File: src/design/rbd_pkg.sv
// Shared types and defaults for the ring buffer deque.
`timescale 1ns / 1ps
`default_nettype none

package rbd_pkg;

	// Default geometry
	localparam int RBD_DEPTH      = 16;
	localparam int RBD_ELEM_WIDTH = 32;

	// Fixed field widths on the stream ports
	localparam int ACTION_W    = 3;
	localparam int VALUE_W     = 32;
	localparam int INDEX_W     = 4;
	localparam int STATUS_W    = 2;
	localparam int OCCUPANCY_W = 5;

	// Action codes carried in tuser on the input side
	typedef enum logic [ACTION_W-1:0] {
		ACT_PUSH_FRONT = 3'd0,
		ACT_PUSH_BACK  = 3'd1,
		ACT_POP_FRONT  = 3'd2,
		ACT_POP_BACK   = 3'd3,
		ACT_GET        = 3'd4,
		ACT_SET        = 3'd5,
		ACT_CLEAR      = 3'd6
	} rbd_action_t;

	// Status codes carried in tuser on the output side
	typedef enum logic [STATUS_W-1:0] {
		ST_OK    = 2'd0,
		ST_EMPTY = 2'd1,
		ST_RANGE = 2'd2,
		ST_FULL  = 2'd3
	} rbd_status_t;

endpackage : rbd_pkg

`default_nettype wire

File: src/design/rbd_store.sv
// Entry store: one write port, one read port, registered read data.
`timescale 1ns / 1ps
`default_nettype none

module rbd_store
	import rbd_pkg::*;
#(
	parameter int DEPTH      = RBD_DEPTH,
	parameter int ELEM_WIDTH = RBD_ELEM_WIDTH,
	localparam int PW        = $clog2(DEPTH)
) (
	input  wire logic                  clk,
	input  wire logic                  wr_en,
	input  wire logic [PW-1:0]         wr_addr,
	input  wire logic [ELEM_WIDTH-1:0] wr_data,
	input  wire logic                  rd_en,
	input  wire logic [PW-1:0]         rd_addr,
	output logic      [ELEM_WIDTH-1:0] rd_data_q
);

	logic [ELEM_WIDTH-1:0] mem [DEPTH];

	// Write one entry
	always_ff @(posedge clk) begin
		if (wr_en) begin
			mem[wr_addr] <= wr_data;
		end
	end

	// Read one entry, data valid the next cycle
	always_ff @(posedge clk) begin
		if (rd_en) begin
			rd_data_q <= mem[rd_addr];
		end
	end

endmodule : rbd_store

`default_nettype wire

File: src/design/ring_buffer_deque.sv
// Top level of the ring buffer deque: action decode, pointers and result stage.
//
//  channel   dir  tdata (low bit up)                          tuser
//  s_axis    in   elem_value[31:0], logical_index[35:32]      action[2:0]
//  m_axis    out  read_value[31:0], occupancy[36:32]          status[1:0]
//
// One action is accepted per cycle while the result stage can drain; its result beat is
// registered first in the entry store read and the result stage, then in the output register.
// Pointers and count update on the accept edge, so back-to-back actions on the
// same entry see each other without forwarding.
// Reset clears pointers, count and valid flags and holds input off until the first edge after.
// A stalled output holds its beat and the input stalls once the result stage fills.
`timescale 1ns / 1ps
`default_nettype none

module ring_buffer_deque
	import rbd_pkg::*;
#(
	parameter int DEPTH      = RBD_DEPTH,
	parameter int ELEM_WIDTH = RBD_ELEM_WIDTH
) (
	input  wire logic        clk,
	input  wire logic        arst_n,
	input  wire logic        s_axis_tvalid,
	output logic             s_axis_tready,
	input  wire logic [39:0] s_axis_tdata,  // elem_value[31:0], logical_index[35:32], zero
	input  wire logic [2:0]  s_axis_tuser,  // action[2:0]
	output logic             m_axis_tvalid,
	input  wire logic        m_axis_tready,
	output logic      [39:0] m_axis_tdata,  // read_value[31:0], occupancy[36:32], zero
	output logic      [1:0]  m_axis_tuser   // status[1:0]
);

	localparam int PW = $clog2(DEPTH);
	localparam int CW = $clog2(DEPTH + 1);
	localparam int SW = (PW + 1 > INDEX_W) ? PW + 1 : INDEX_W;

	typedef struct packed {
		logic        valid;
		rbd_status_t status;
		logic        rd_flag;
	} rbd_ctrl_t;

	// Pointer and count state
	logic [PW-1:0] front_q;
	logic [PW-1:0] rear_q;
	logic [CW-1:0] count_q;

	// Next state and store access
	logic [PW-1:0]         front_n;
	logic [PW-1:0]         rear_n;
	logic [CW-1:0]         count_n;
	logic                  wr_en;
	logic [PW-1:0]         wr_addr;
	logic                  rd_en;
	logic [PW-1:0]         rd_addr;
	logic                  rd_flag;
	rbd_status_t           status;
	logic [ELEM_WIDTH-1:0] wr_data;
	logic [ELEM_WIDTH-1:0] rd_data_q;

	// Decoded input fields
	rbd_action_t        act;
	logic [VALUE_W-1:0] elem_value;
	logic [INDEX_W-1:0] logical_index;

	// Helpers
	logic          full;
	logic          empty;
	logic          in_range;
	logic [SW-1:0] slot_sum;
	logic [PW-1:0] slot;
	logic [PW-1:0] front_up;
	logic [PW-1:0] front_dn;
	logic [PW-1:0] rear_up;
	logic [PW-1:0] rear_dn;

	// Pipeline and output registers
	rbd_ctrl_t             ctrl_s1;
	logic [CW-1:0]         occ_s1;
	logic                  out_valid_q;
	rbd_status_t           out_status_q;
	logic [VALUE_W-1:0]    out_value_q;
	logic [OCCUPANCY_W-1:0] out_occ_q;
	logic                  ready_q;

	logic accept;
	logic advance;

	assign act           = rbd_action_t'(s_axis_tuser);
	assign elem_value    = s_axis_tdata[VALUE_W-1:0];
	assign logical_index = s_axis_tdata[VALUE_W+INDEX_W-1:VALUE_W];
	assign wr_data       = ELEM_WIDTH'(elem_value);

	// Hold the input off while in reset
	always_ff @(posedge clk or negedge arst_n) begin
		if (!arst_n) begin
			ready_q <= 1'b0;
		end else begin
			ready_q <= 1'b1;
		end
	end

	// Handshake: the result stage drains into the output register
	assign advance       = ctrl_s1.valid && (!out_valid_q || m_axis_tready);
	assign s_axis_tready = ready_q && (!ctrl_s1.valid || advance);
	assign accept        = s_axis_tvalid && s_axis_tready;

	// Pointer steps with wrap
	assign front_up = (front_q == PW'(DEPTH - 1)) ? '0 : front_q + PW'(1);
	assign front_dn = (front_q == '0) ? PW'(DEPTH - 1) : front_q - PW'(1);
	assign rear_up  = (rear_q == PW'(DEPTH - 1)) ? '0 : rear_q + PW'(1);
	assign rear_dn  = (rear_q == '0) ? PW'(DEPTH - 1) : rear_q - PW'(1);

	// Physical slot of a logical index; for an in-range index the sum stays below twice the depth
	assign full     = (count_q == CW'(DEPTH));
	assign empty    = (count_q == '0);
	assign in_range = SW'(logical_index) < SW'(count_q);
	assign slot_sum = SW'(front_q) + SW'(logical_index);
	assign slot     = (slot_sum >= SW'(DEPTH)) ? PW'(slot_sum - SW'(DEPTH)) : PW'(slot_sum);

	// Decode the action into store access and next pointers
	always_comb begin
		front_n = front_q;
		rear_n  = rear_q;
		count_n = count_q;
		wr_en   = 1'b0;
		wr_addr = slot;
		rd_en   = 1'b0;
		rd_addr = slot;
		rd_flag = 1'b0;
		status  = ST_OK;
		unique case (act)
			ACT_PUSH_FRONT: begin
				if (full) begin
					status = ST_FULL;
				end else begin
					front_n = front_dn;
					wr_en   = accept;
					wr_addr = front_dn;
					count_n = count_q + CW'(1);
				end
			end
			ACT_PUSH_BACK: begin
				if (full) begin
					status = ST_FULL;
				end else begin
					rear_n  = rear_up;
					wr_en   = accept;
					wr_addr = rear_q;
					count_n = count_q + CW'(1);
				end
			end
			ACT_POP_FRONT: begin
				if (empty) begin
					status = ST_EMPTY;
				end else begin
					front_n = front_up;
					rd_en   = accept;
					rd_addr = front_q;
					rd_flag = 1'b1;
					count_n = count_q - CW'(1);
				end
			end
			ACT_POP_BACK: begin
				if (empty) begin
					status = ST_EMPTY;
				end else begin
					rear_n  = rear_dn;
					rd_en   = accept;
					rd_addr = rear_dn;
					rd_flag = 1'b1;
					count_n = count_q - CW'(1);
				end
			end
			ACT_GET: begin
				if (!in_range) begin
					status = ST_RANGE;
				end else begin
					rd_en   = accept;
					rd_flag = 1'b1;
				end
			end
			ACT_SET: begin
				if (!in_range) begin
					status = ST_RANGE;
				end else begin
					wr_en = accept;
				end
			end
			ACT_CLEAR: begin
				front_n = '0;
				rear_n  = '0;
				count_n = '0;
			end
			default: begin
			end
		endcase
	end

	// Hold pointers and count; advance them on each accepted beat
	always_ff @(posedge clk or negedge arst_n) begin
		if (!arst_n) begin
			front_q <= '0;
			rear_q  <= '0;
			count_q <= '0;
		end else if (accept) begin
			front_q <= front_n;
			rear_q  <= rear_n;
			count_q <= count_n;
		end
	end

	rbd_store #(
		.DEPTH      (DEPTH),
		.ELEM_WIDTH (ELEM_WIDTH)
	) u_rbd_store (
		.clk       (clk),
		.wr_en     (wr_en),
		.wr_addr   (wr_addr),
		.wr_data   (wr_data),
		.rd_en     (rd_en),
		.rd_addr   (rd_addr),
		.rd_data_q (rd_data_q)
	);

	// Result stage: wait for the store read
	always_ff @(posedge clk or negedge arst_n) begin
		if (!arst_n) begin
			ctrl_s1 <= '0;
		end else if (accept) begin
			ctrl_s1 <= '{valid: 1'b1, status: status, rd_flag: rd_flag};
		end else if (advance) begin
			ctrl_s1.valid <= 1'b0;
		end
	end

	always_ff @(posedge clk) begin
		if (accept) begin
			occ_s1 <= count_n;
		end
	end

	// Output register: hold while stalled, load from the result stage
	always_ff @(posedge clk or negedge arst_n) begin
		if (!arst_n) begin
			out_valid_q <= 1'b0;
		end else if (advance) begin
			out_valid_q <= 1'b1;
		end else if (m_axis_tready) begin
			out_valid_q <= 1'b0;
		end
	end

	always_ff @(posedge clk) begin
		if (advance) begin
			out_status_q <= ctrl_s1.status;
			out_value_q  <= ctrl_s1.rd_flag ? VALUE_W'(rd_data_q) : '0;
			out_occ_q    <= OCCUPANCY_W'(occ_s1);
		end
	end

	assign m_axis_tvalid = out_valid_q;
	assign m_axis_tuser  = out_status_q;
	assign m_axis_tdata  = {3'b000, out_occ_q, out_value_q};

endmodule : ring_buffer_deque

`default_nettype wire

File: config.mk
export PLATFORM = sky130hd
export DESIGN_NAME = ring_buffer_deque
export DESIGN_NICKNAME = d
export VERILOG_FILES = /design/src/design/rbd_pkg.sv /design/src/design/rbd_store.sv /design/src/design/ring_buffer_deque.sv
export SDC_FILE = /design/constraint.sdc
export NUM_CORES = 1
export LEC_CHECK = 0
export BUFFER_PORTS_ARGS = -buffer_cell sky130_fd_sc_hd__buf_2
export CORE_UTILIZATION = 41
export CTS_BUF_LIST = sky130_fd_sc_hd__clkbuf_4 sky130_fd_sc_hd__clkbuf_8
export DETAILED_ROUTE_END_ITERATION = 6
export PLACE_DENSITY_LB_ADDON = 0.25
export SLEW_MARGIN = 20
export SYNTH_ARGS = -nofsm -noshare
export SYNTH_HDL_FRONTEND = slang
export SYNTH_SLANG_ARGS = --single-unit
File: constraint.sdc
create_clock -name clk -period 9.1 [get_ports clk]
set_input_delay 0.455 -clock clk [delete_from_list [all_inputs] [get_ports clk]]
set_output_delay 0.455 -clock clk [all_outputs]
set_load 0.005 [all_outputs]
==> Word-level counts from Yosys, hierarchy flattened <==
Memory sizes are Yosys's and may differ from the RTL's. A register that Yosys moved wholly into a read port is not among the register bits.
Cells that the tools add are included.
{ "word_totals": {"ram_bits": 512, "in_bits": 47, "memories": 1, "out_inout_bits": 44, "wordCells": 94, "reg_bits": 63} }
{ "memory_table": {"columns": ["memory", "words", "width", "read_ports", "rd_clocked_by_memory_dff", "wr", "line", "text"], "rows": [
  ["u_rbd_store.mem", 16, 32, 1, 1, 1, "rbd_store.sv:21", "logic [ELEM_WIDTH-1:0] mem [DEPTH];"]
]} }
{ "op_classes": {"addsub": 8, "n_eq_ne": 13, "n_reduce_logical": 20, "muxes": 38, "order_cmp": 2} }
{ "op_table": {"columns": ["op", "n"], "rows": [
  ["$mux W4", 13],
  ["$pmux W4 S3", 2],
  ["$pmux W4 S2", 2],
  ["$pmux W5 S3", 1],
  ["$mux W1", 12],
  ["$sub A4 B1 Y4 const B", 3],
  ["$mux W5", 2],
  ["$eq A3 B3 Y1 const B", 3],
  ["$add A4 B1 Y4 const B", 2],
  ["$eq A4 B4 Y1 const B", 2],
  ["$logic_not A4 Y1", 2],
  ["$ne A2 B2 Y1 const B", 4],
  ["$reduce_and A4 Y1", 2],
  ["$eq A3 B2 Y1 const B", 2],
  ["$pmux W1 S2", 3],
  ["$pmux W2 S3", 1],
  ["$reduce_bool A3 Y1", 2],
  ["$reduce_or A2 Y1", 3],
  ["$add A4 B4 Y5", 1],
  ["$add A5 B1 Y5 const B", 1],
  ["$eq A5 B5 Y1 const B", 1],
  ["$ge A5 B5 Y1 const B", 1],
  ["$logic_not A5 Y1", 1],
  ["$lt A4 B5 Y1", 1],
  ["other kinds (8)", 14]
]} }

==> Logic depth before layout (Yosys ltp) <==
{ "depth": {"word_depth": 10, "mapped_depth": 11, "depth_no_buf": 8} }

==> Hierarchy <==
Synthesis repeated with hierarchy kept, for this count alone.
{ "unflattened": {"cells_unflattened": 1145, "area_unflattened_um2": 23450.0} }
{ "by_module_without_submodules": {"columns": ["module", "area_each_um2", "cells_per_inst", "n_inst", "seq_area_each_um2"], "rows": [
  ["rbd_store", 20155.6, 838, 1, 16335.7],
  ["ring_buffer_deque", 3294.4, 307, 1, 1796.7]
]} }

==> Least setup slack after synthesis <==
No wires, ideal clock.
{ "synth_timing": {"kind": "flip-flop to flip-flop", "startpoint": "register count_q[0]", "endpoint": "memory u_rbd_store.mem[0][0] in the netlist's numbering (enable)", "required_ns": 8.599, "setup_slack_ns": 3.601, "stages_incl_launch_ff": 9, "setup_ns": 0.501, "synth_period_minus_slack_ns": 5.499, "arrival_ns": 4.998, "path_buffers": 1, "cell_sequence": "dfrtp_1 -> inv_1 -> ha_1 -> nor3b_1 -> a211o_1 -> nand3_1 -> and2_1 -> clkbuf_1 -> nor4_1"} }
{ "synth_via": {"elab_chain_len": 5, "word_cells_on_any_way": 10, "classes_between": "1 x order compare; 1 x eq/ne; 8 x mux"} }
{ "synth_rtl": {"columns": ["item", "line", "text"], "rows": [
  ["from (decl)", "ring_buffer_deque.sv:47", "logic [CW-1:0] count_q;"],
  ["from (signal assigned)", "ring_buffer_deque.sv:210", "count_q <= count_n;"],
  ["$lt A4 B5 Y1 or $eq A5 B5 Y1 (tied branches)", "ring_buffer_deque.sv:118, ring_buffer_deque.sv:116", null],
  ["$mux W1 (on tied branches)", "ring_buffer_deque.sv:185, ring_buffer_deque.sv:135, ring_buffer_deque.sv:145", null],
  ["$pmux W1 S2", "ring_buffer_deque.sv:133", "unique case (act)"],
  ["$mux W1", "rbd_store.sv:25", "if (wr_en) begin"],
  ["$mux W1 (implied by the code)", "rbd_store.sv:26", "mem[wr_addr] <= wr_data;"],
  ["to (decl)", "rbd_store.sv:21", null]
]} }
Parallel ways exist; a longest one is shown, timed or not.

==> Final worst setup path <==
{ "layout_timing": {"startpoint": "register count_q[1]", "endpoint": "register u_rbd_store.rd_data_q[3], read port of u_rbd_store.mem, data pin"} }
{ "layout_via": {"elab_chain_len": 3, "word_cells_on_any_way": 8, "classes_between": "1 x order compare; 6 x mux; 1 x reduce/logical"} }
{ "layout_rtl": {"columns": ["item", "line", "text"], "rows": [
  ["$lt A4 B5 Y1 or $logic_not A5 Y1 (tied branches)", "ring_buffer_deque.sv:118, ring_buffer_deque.sv:117", null],
  ["$mux W1 (tied with other cells)", "ring_buffer_deque.sv:177", "if (!in_range) begin"],
  ["$pmux W1 S2 or $pmux W4 S2 (tied branches)", "ring_buffer_deque.sv:133", null],
  ["to (decl)", "rbd_store.sv:18", "output logic [ELEM_WIDTH-1:0] rd_data_q"]
]} }
Parallel ways exist; a longest one is shown, timed or not.
A chain may end at the register's enable or synchronous reset.

==> results.md <==
* DP Wirelength at 28.4 mm
* Dpl cells at 2304
* Most frequent CP cell: a211oi_1
* CP max FO at 140
* Worst path cell trace: inv_1 -> ha_1 -> or4b_1 -> o2111ai_4 -> buf_4 -> nand2_8 -> buf_12 -> a211oi_1 -> a211oi_1 -> or4_1
* Biggest area consumer among synthesized cells: edfxtp_1
* EDFF count, synth at 588
* Detail Route Antenna Nets at 0
* Main combinational cell family by area after synthesis: compound AO/OA/AOI/OAI gates
* Ys async rst share at 3.13%
* Clock sink count at 607
* Slack of the critical path at 4.16 ns
* WP buf/inv at 3
* Io pins at 91
* Core area at 59400 um^2
* Sequential-to-total area share from yosys stat at 73.1%
* Crit share post-route at 54.3%
* Top FF cell, synth: edfxtp_1
* Starting Density at 41.8%
* FILL cells at 5099
* Simple logic cell fraction of the synthesized area at 7.26%
* Critical path arrival at 5.35 ns
* Total global-route track usage at 19.6%
* Pre-antenna DRT Iters at 5
* Final Setup Violations at 0
* Tightest Pin Transition at 1.07 ns
* Nets at 1693
* Endpoint type of the worst setup path: flip-flop
* Min Clock Period, post-route at 4.94 ns
* Setup WS pre-CTS at 4.13 ns
* Most frequent cells in the layout: 588 x edfxtp_1, 218 x a211oi_1, 132 x mux2i_1
* Layout Cells excl Fill at 2481
* Std cell rows at 89
* DP Area at 26100 um^2
* DR DRC count at 0
* Synthesized area at 24800 um^2
* #FFs+latches synth at 607
* Fin Clk Skew at 0.0300 ns
* Post-CTS Resized at 0
* Most common cell after layout, fill and taps aside: edfxtp_1
* Max VDD drop at 0.000449 V
* Max Fclk at 0.202 GHz
* Die Wd at 248 um
* Design Area, Final at 28000 um^2
* Initial antenna violation count at 5
* Slew headroom at 28.6%
* GPL Wtd Cong at 0.807
* Vias in the first global route at 14000
* Fraction of synthesized area in multiplexers at 5.88%
* Largest net degree at the start of global routing at 177
* P_leak at 0.00958 uW
* Synth Instances at 1523
* Max Root-Sink Buffers at 3
* Layout cells sized above 1 at 19.8%
* Wire length of the first global-routing pass at 88.0 mm
* DR vias/cell at 5.70
* GR Overflow Total at 0
* Status: finished, final reports clean
* CTS tree: yes
* Top delay family on crit path: simple AND/OR/NAND/NOR gates
* Ranking of synthesized cells by area: edfxtp_1 71%, a211oi_1 6.6%, mux2i_1 5.3%
* Worst-skew pair later-pin latency at 0.70 ns
* Wire length per cell at 24.1 um
* Hold Crit Class: input pin to flip-flop
* Buffers on Ports at 83
* Total Die Area at 61500 um^2
* First DRT Iteration DRCs at 1142
* Compound-Gate Fraction of Synth Area at 10.3%
* TNS Setup at 0 ns
* RSZ-0062 raised after global routing: no
* Synth warn at 0
* Count of cell types in the netlist at 65
* Number of max-cap violations at 0
* Final WL at 59.8 mm
* XOR/XNOR share of the synthesized area at 0.212%
* WP data required at 9.51 ns
* CTS root buf: clkbuf_8
* Adder-Cell Fraction of Synth Area at 0.686%
* Crit path max-delay cell type: nand2_8
* Reg clk slew, reported paths at 0.06 ns
* Top cell type's share of synthesized area at 71.2%
* Via count at 14100
* H-tree depth at 3
* WS Path Type: flip-flop to flip-flop
* CTS buffer count at 99
* Power per Cell Area at 310 nW/um^2
* CP Launch Type: flip-flop
* Avg Cell Area, Syn at 16.3 um^2
* Max-slew violation count at 0
* Die Ht at 248 um
* Crit-path max cell delay at 0.64 ns
* Fin. Hold Viols at 0
* Area grow syn2layout at 12.8%
synth_stat cells, types with 3 or more instances:
cell	count
o31ai_1	10
o22ai_1	6
a21oi_1	11
inv_1	15
nand3b_1	3
nor3_1	10
edfxtp_1	588
nand3_1	9
o211ai_1	3
buf_6	10
mux2i_1	132
nand2_1	34
nand2b_1	8
clkbuf_1	68
xor2_1	4
nor4_1	9
mux2_2	3
buf_4	7
and2_1	35
ha_1	12
a31oi_1	3
a211oi_2	31
a21o_1	4
and3_1	125
nor2_1	15
o21ai_0	16
mux4_2	4
dfrtp_1	19
buf_1	4
buf_2	26
nor2b_1	8
a211oi_1	218
or4_1	32
through the flow:
stage | hold slack, ns | total power [uW] | utilization (%)
4_1_cts | 0.0365 | 8750 | 47.1
3_5_place_dp | 0.406 | 6490 | 44.0
3_3_place_gp | 0.400 | 6450 | 44.0
6_report | 0.0839 | 8680 | 47.2
2_1_floorplan | 0.159 | 5720 | -
5_1_grt | 0.0852 | 9120 | 47.1
registers in the layout, indices dropped and copies added, names as in the netlist:
name	cells
u_rbd_store.mem	512
u_rbd_store.rd_data_q	32
m_axis_tvalid	1
ctrl_s1	4
ready_q	1
front_q	4
out_occ_q	5
m_axis_tuser	2
rear_q	4
count_q	5
occ_s1	5
out_value_q	32
cells by family (layout without fill, tap and decap cells):
family	count (synthesis)	count (layout)
AOI/OAI and AO/OA	326	326
DFF	607	607
buffers and inverters	130	311
other	2	6
adders and majority gates	13	13
xor gates and xnor gates	6	6
muxes	140	140
and+or+nand+nor	299	299
worst paths after layout:
kind	slack [ns]	depth (start not counted)	endpoint	from
min in group asynchronous	0.27	2	count_q[2]$_DFFE_PN0N_	arst_n
worst max register to register	4.16	10	u_rbd_store.rd_data_q[3]$_DFFE_PP_	count_q[1]$_DFFE_PN0N_
worst min-delay path	0.08	3	m_axis_tvalid$_DFFE_PN0P_	m_axis_tready
worst min register to register	0.42	0	out_occ_q[3]$_DFFE_PP_	occ_s1[3]$_DFFE_PN_
worst max-delay path	4.16	10	u_rbd_store.rd_data_q[3]$_DFFE_PP_	count_q[1]$_DFFE_PN0N_
max in group asynchronous	8.49	2	rear_q[2]$_DFFE_PN0P_	arst_n
report_power, final:
part	internal, uW	switching, uW
clock network	1190	1050
registers	3260	88.7
logic	1110	1970
worst register-to-register path, delay by kind of cell (launching register included):
kind / cells / cell delay [ns]
flops: 1 / 0.43
buf+inv: 3 / 1.36
simple gates: 3 / 1.91
fa+ha+maj: 1 / 0.25
compound gates: 3 / 0.72
area by class of cell:
type	count	area [um^2]	area share (%)
timing repair buffer	122	736	2.63
clock buffer	135	1630	5.83
inverter	15	56.3	0.201
antenna	2	5.00	0.0179
tap	773	967	3.46
sequential	607	18100	64.8
clock inverter	39	229	0.818
multi-input combinational	788	6230	22.3
timing repair:
| item | CTS | global route |
|---|---|---|
| endpoints found under the hold margin | 19 | 0 |
| setup buffers | 0 | 0 |
| hold buffers | 1 | 0 |
per-layer routing:
metal / part of all wire, % / wire (um) / global-route usage, % / vias to the layer above
met5: 0.037 / 22 / 0 / -
met4: 2.2 / 1310 / 5.88 / 4
met3: 5.5 / 3270 / 4.07 / 104
met2: 47 / 28100 / 31.2 / 414
met1: 45 / 27000 / 27.0 / 7234
li1: - / - / - / 6387
(Power assumes the default switching activity.)
